## src/rtl/core/tbht_pkg.sv

```systemverilog
`default_nettype none
// ----------------------------------------------------------------------------
// tbht_pkg: shared types and constants of the two-way bucket hash table
// Request, response, slot and bucket layouts, request codes and FSM states.
// ----------------------------------------------------------------------------
package tbht_pkg;

	localparam int KEY_W   = 64;
	localparam int DATA_W  = 64;
	localparam int COUNT_W = 32;

	localparam int AGE_LSB   = 40;
	localparam int DEPTH_LSB = 48;

	localparam logic [1:0] REQ_LOOKUP = 2'd0;
	localparam logic [1:0] REQ_STORE  = 2'd1;
	localparam logic [1:0] REQ_CLEAR  = 2'd2;

	localparam logic [1:0] SLOT_NONE = 2'd0;
	localparam logic [1:0] SLOT_ONE  = 2'd1;
	localparam logic [1:0] SLOT_TWO  = 2'd2;

	localparam logic [COUNT_W-1:0] COUNT_MAX = {COUNT_W{1'b1}};

	typedef struct packed {
		logic [1:0]        req_type;
		logic [KEY_W-1:0]  search_key;
		logic [DATA_W-1:0] entry_data;
		logic [7:0]        new_depth;
		logic [7:0]        search_age;
	} req_t;

	typedef struct packed {
		logic               hit;
		logic [DATA_W-1:0]  found_data;
		logic [1:0]         store_slot;
		logic [COUNT_W-1:0] entry_count;
	} rsp_t;

	typedef struct packed {
		logic              valid;
		logic [KEY_W-1:0]  mixed;
		logic [DATA_W-1:0] data;
	} slot_t;

	typedef struct packed {
		slot_t s1;
		slot_t s2;
	} bucket_t;

	typedef struct packed {
		logic               wr_en;
		bucket_t            wr_data;
		logic [COUNT_W-1:0] count;
		rsp_t               rsp;
	} dec_t;

	typedef enum logic [1:0] {
		ST_IDLE,
		ST_HASH,
		ST_LOOK,
		ST_SWEEP
	} state_t;

endpackage
`default_nettype wire

```

## src/rtl/core/tbht_decide.sv

```systemverilog
`default_nettype none
// ----------------------------------------------------------------------------
// tbht_decide: lookup and replacement decision for one bucket
// Matches both slots, scores them by age and depth, builds the write-back
// bucket, the next entry count and the response.
// ----------------------------------------------------------------------------
module tbht_decide (
	input  tbht_pkg::req_t                    req,
	input  tbht_pkg::bucket_t                 bucket,
	input  wire logic [tbht_pkg::COUNT_W-1:0] count,
	output tbht_pkg::dec_t                    dec
);
	import tbht_pkg::*;

	logic               match1;
	logic               match2;
	logic [7:0]         age1;
	logic [7:0]         age2;
	logic [7:0]         dep1;
	logic [7:0]         dep2;
	logic signed [8:0]  da1;
	logic signed [8:0]  da2;
	logic signed [8:0]  dd1;
	logic signed [8:0]  dd2;
	logic signed [16:0] sc1;
	logic signed [16:0] sc2;
	logic [COUNT_W-1:0] bumped;
	slot_t              fresh;

	assign match1 = bucket.s1.valid
		&& ((bucket.s1.mixed ^ bucket.s1.data) == req.search_key);
	assign match2 = bucket.s2.valid
		&& ((bucket.s2.mixed ^ bucket.s2.data) == req.search_key);

	assign age1 = bucket.s1.data[AGE_LSB +: 8];
	assign age2 = bucket.s2.data[AGE_LSB +: 8];
	assign dep1 = bucket.s1.data[DEPTH_LSB +: 8];
	assign dep2 = bucket.s2.data[DEPTH_LSB +: 8];

	assign da1 = $signed({1'b0, req.search_age}) - $signed({1'b0, age1});
	assign da2 = $signed({1'b0, req.search_age}) - $signed({1'b0, age2});
	assign dd1 = $signed({1'b0, req.new_depth}) - $signed({1'b0, dep1});
	assign dd2 = $signed({1'b0, req.new_depth}) - $signed({1'b0, dep2});

	// age difference weighted by 128
	assign sc1 = $signed({da1[8], da1, 7'b0}) + $signed({{8{dd1[8]}}, dd1});
	assign sc2 = $signed({da2[8], da2, 7'b0}) + $signed({{8{dd2[8]}}, dd2});

	assign bumped = (count != COUNT_MAX) ? count + COUNT_W'(1) : count;

	assign fresh = '{valid: 1'b1,
		mixed: req.search_key ^ req.entry_data,
		data: req.entry_data};

	always_comb begin
		dec = '0;
		dec.wr_data = bucket;
		dec.count = count;
		unique case (req.req_type)
			REQ_LOOKUP: begin
				if (match1) begin
					dec.rsp.hit = 1'b1;
					dec.rsp.found_data = bucket.s1.data;
				end else if (match2) begin
					dec.rsp.hit = 1'b1;
					dec.rsp.found_data = bucket.s2.data;
				end
			end
			REQ_STORE: begin
				priority if (!bucket.s1.valid) begin
					dec.wr_en = 1'b1;
					dec.wr_data.s1 = fresh;
					dec.count = bumped;
					dec.rsp.store_slot = SLOT_ONE;
				end else if (!bucket.s2.valid) begin
					dec.wr_en = 1'b1;
					dec.wr_data.s2 = fresh;
					dec.count = bumped;
					dec.rsp.store_slot = SLOT_TWO;
				end else if (match1 || (!match2 && !(sc1 < 0 && sc2 < 0) && sc1 >= sc2))
					begin
					dec.wr_en = 1'b1;
					dec.wr_data.s1 = fresh;
					dec.count = (age1 != req.search_age) ? bumped : count;
					dec.rsp.store_slot = SLOT_ONE;
				end else if (match2 || !(sc1 < 0 && sc2 < 0)) begin
					dec.wr_en = 1'b1;
					dec.wr_data.s2 = fresh;
					dec.count = (age2 != req.search_age) ? bumped : count;
					dec.rsp.store_slot = SLOT_TWO;
				end else begin
					dec.wr_en = 1'b0;
				end
			end
			REQ_CLEAR: begin
				dec.count = '0;
			end
			default: begin
				dec.wr_en = 1'b0;
			end
		endcase
		dec.rsp.entry_count = dec.count;
	end

endmodule
`default_nettype wire

```

## config.mk

```make
export PLATFORM = sky130hd
export DESIGN_NAME = tbht_decide
export DESIGN_NICKNAME = d
export VERILOG_FILES = /design/src/rtl/core/tbht_pkg.sv /design/src/rtl/core/tbht_decide.sv
export SDC_FILE = /design/constraint.sdc
export NUM_CORES = 1
export LEC_CHECK = 0
export BUFFER_PORTS_ARGS = -buffer_cell sky130_fd_sc_hd__buf_2
export CAP_MARGIN = 20
export CORE_AREA = 2 2 319 321
export DETAILED_ROUTE_END_ITERATION = 10
export DIE_AREA = 0 0 321 323
export SLEW_MARGIN = 20
export SYNTH_ARGS = -nofsm -noshare
export SYNTH_HDL_FRONTEND = slang
export SYNTH_SLANG_ARGS = --single-unit
```

## constraint.sdc

```tcl
create_clock -name vclk -period 5.1
set_input_delay 0 -clock vclk [all_inputs]
set_output_delay 0 -clock vclk [all_outputs]
set_load 0.02 [all_outputs]
```

==> results_dict.tcl <==
set metrics [dict create \
    status "complete, but fails checks" \
    violations "negative setup slack" \
    grt_max_degree 51 \
    setup_ws_ns -0.798 \
    start_util_pct 11.1 \
    vias_per_cell 4.32 \
    vias 15993 \
    worst_pin_slew_ns 1.08 \
    p_int_w 0.00210 \
    min_period_ns 5.90 \
    maxSlewHeadroom_pct 28.2 \
    rsz0062_at_grt "yes" \
    arrival_ns 5.90 \
    yosys_warnings 0 \
    worstSetupPathType "input port to primary output" \
    synth-seq-area-share_pct 0 \
    die_w_um 321 \
    ctsHoldBuffers 0 \
    drive_above_1_share_pct 59.4 \
    area_delta_synth_final_pct 90.2 \
    grt_antenna_before_repair 88 \
    path_delay_family "buffers and inverters" \
    worstSetupEndpointType "primary output" \
    cp-start-kind "input port" \
    seq_area_um2 0 \
    first_global_vias 15436 \
    finalHoldViolCount 0 \
    fin_total_pwr_w 0.00444 \
    first_pass_iters 5 \
    dieArea_um2 104000 \
    fmax_ghz 0.170 \
    mostFrequentLayoutCell "buf_2" \
    initialDrtViolationCount 1072 \
    seq_cell_count 0 \
    p_comb_share_pct 100.0 \
    gr-total-overflow 0 \
    critPathMaxFanout 8 \
    fillers 11286 \
    p_switching_w 0.00234 \
    drtAntennaViolNets 0 \
    seqPwrFrac_pct 0 \
    drv_slew 0 \
    netSwitchingFraction_pct 52.7 \
    numPortBuffers 826 \
    slowest_delay_ns 0.32 \
    final_cell_mix "buf_2 (607), buf_6 (205), buf_4 (187)" \
    min_path_cells 3 \
    power_density_nw_per_um2 208 \
    grt_pass1_wl_mm 149 \
    dp_hpwl_mm 104 \
    gp_congestion 0.931 \
    avgSynthCellArea_um2 8.00 \
    wl_per_cell_um 32.3 \
    crit_required_ns 5.10 \
    synth_cell_types 66 \
    drc_errors 0 \
    syn-instance-count 1404 \
    fin_nets 2874 \
    io_pins 826 \
    ir_drop_mv 0.106 \
    core-area_um2 101000 \
    pwr-share-clk_pct 0 \
    synthesis.nets 1917 \
    period_share_pct 116 \
    rows 117 \
    path_depth 41 \
    max_cap_violations 0 \
    p_leak_nw 10.4 \
    path_common_cell "buf_4" \
    synth.cell_area_um2 11200 \
    nClkBuffers 0 \
    hold_class "input port to primary output" \
    postLayoutCoreUtil_pct 21.2 \
    setup_viol 322 \
    track_usage_pct 21.4 \
    crit_slowest_cell "mux2_4" \
    drt-total-wl_mm 119 \
    critPathBufInv 23 \
    dieHeight_um 323 \
]
==> cell type report <==
cell class                      instances  area (µm²)  share of cell area (%)
Antenna cell                           31        77.6                   0.363
Timing Repair Buffer                 1050        7940                    37.2
Inverter                               81         319                    1.49
Multi-Input combinational cell       1228       11400                    53.3
Tap cell                             1309        1640                    7.67
==> worst paths after layout <==
kind              slack (ns)   startpoint        to
setup / recovery       -0.80       req[9]  dec[380]
hold / removal          0.34  bucket[246]  dec[377]
==> cell usage after synthesis (10+ instances only) <==
cell	instances	area, µm²
a21o_1	19	143
a21oi_1	63	315
and3_1	13	81.3
buf_1	10	37.5
buf_2	28	140
buf_4	32	240
clkbuf_1	24	90.1
ha_1	71	888
inv_1	80	300
mux2_2	256	2880
mux2i_1	53	531
nand2_1	56	210
nand2b_1	12	75.1
nand3_1	36	180
nand4_1	29	181
nor2_1	113	424
nor2b_1	16	100
nor3_1	17	85.1
nor4_1	22	138
o211ai_1	14	105
o21ai_0	20	100
o21bai_1	11	82.6
o22ai_1	15	93.8
o2bb2ai_1	19	166
xnor2_1	160	1400
xnor3_1	24	541
xor2_1	90	788
==> power by group through the flow <==
stage                Clock, W  Sequential (W)  Combinational, W
6_report       0.000000000203               0           0.00444
5_1_grt        0.000000000501               0           0.00467
4_1_cts                     0               0           0.00425
3_5_place_dp                0               0           0.00350
3_3_place_gp                0               0           0.00350
2_1_floorplan               0               0           0.00193
==> cells by family after synthesis <==
logic type / synth area share (%)
xor gates and xnor gates: 24.3
buffers and inverters: 7.33
adders and majority gates: 8.98
muxes: 30.4
and+or+nand+nor: 15.4
AOI/OAI and AO/OA: 13.6
==> what timing repair did <==
action	CTS	global route
setup buffers	56	18
cloned	21	5
pin swaps	53	62
endpoints found under the setup margin	322	322
resized for setup	430	240
==> stage by stage <==
step | instances | hold WS, ns | worst slack (ns) | TNS, ns | cell area (µm²)
final | 3699 | 0.340 | -0.798 | -210.56 | 21400
after global routing | 3687 | 0.347 | -1.03 | -288.77 | 21300
after CTS | 3655 | 0.339 | -0.766 | -204.01 | 20500
after detailed placement | 3580 | 0.374 | -1.04 | -272.81 | 18000
after global placement | 3580 | 0.375 | -0.961 | -253.93 | 18000
after floorplan | 1404 | 0.0996 | -0.243 | -4.44 | 11600
==> per-layer routing <==
layer | global-route usage (%) | routed length [µm] | part of all wire [%]
met1 | 25.7 | 47800 | 40
met2 | 36.4 | 55500 | 46
met3 | 5.77 | 9910 | 8.3
met4 | 8.16 | 5890 | 4.9
met5 | 0 | 374 | 0.31
(Power assumes the default switching activity.)
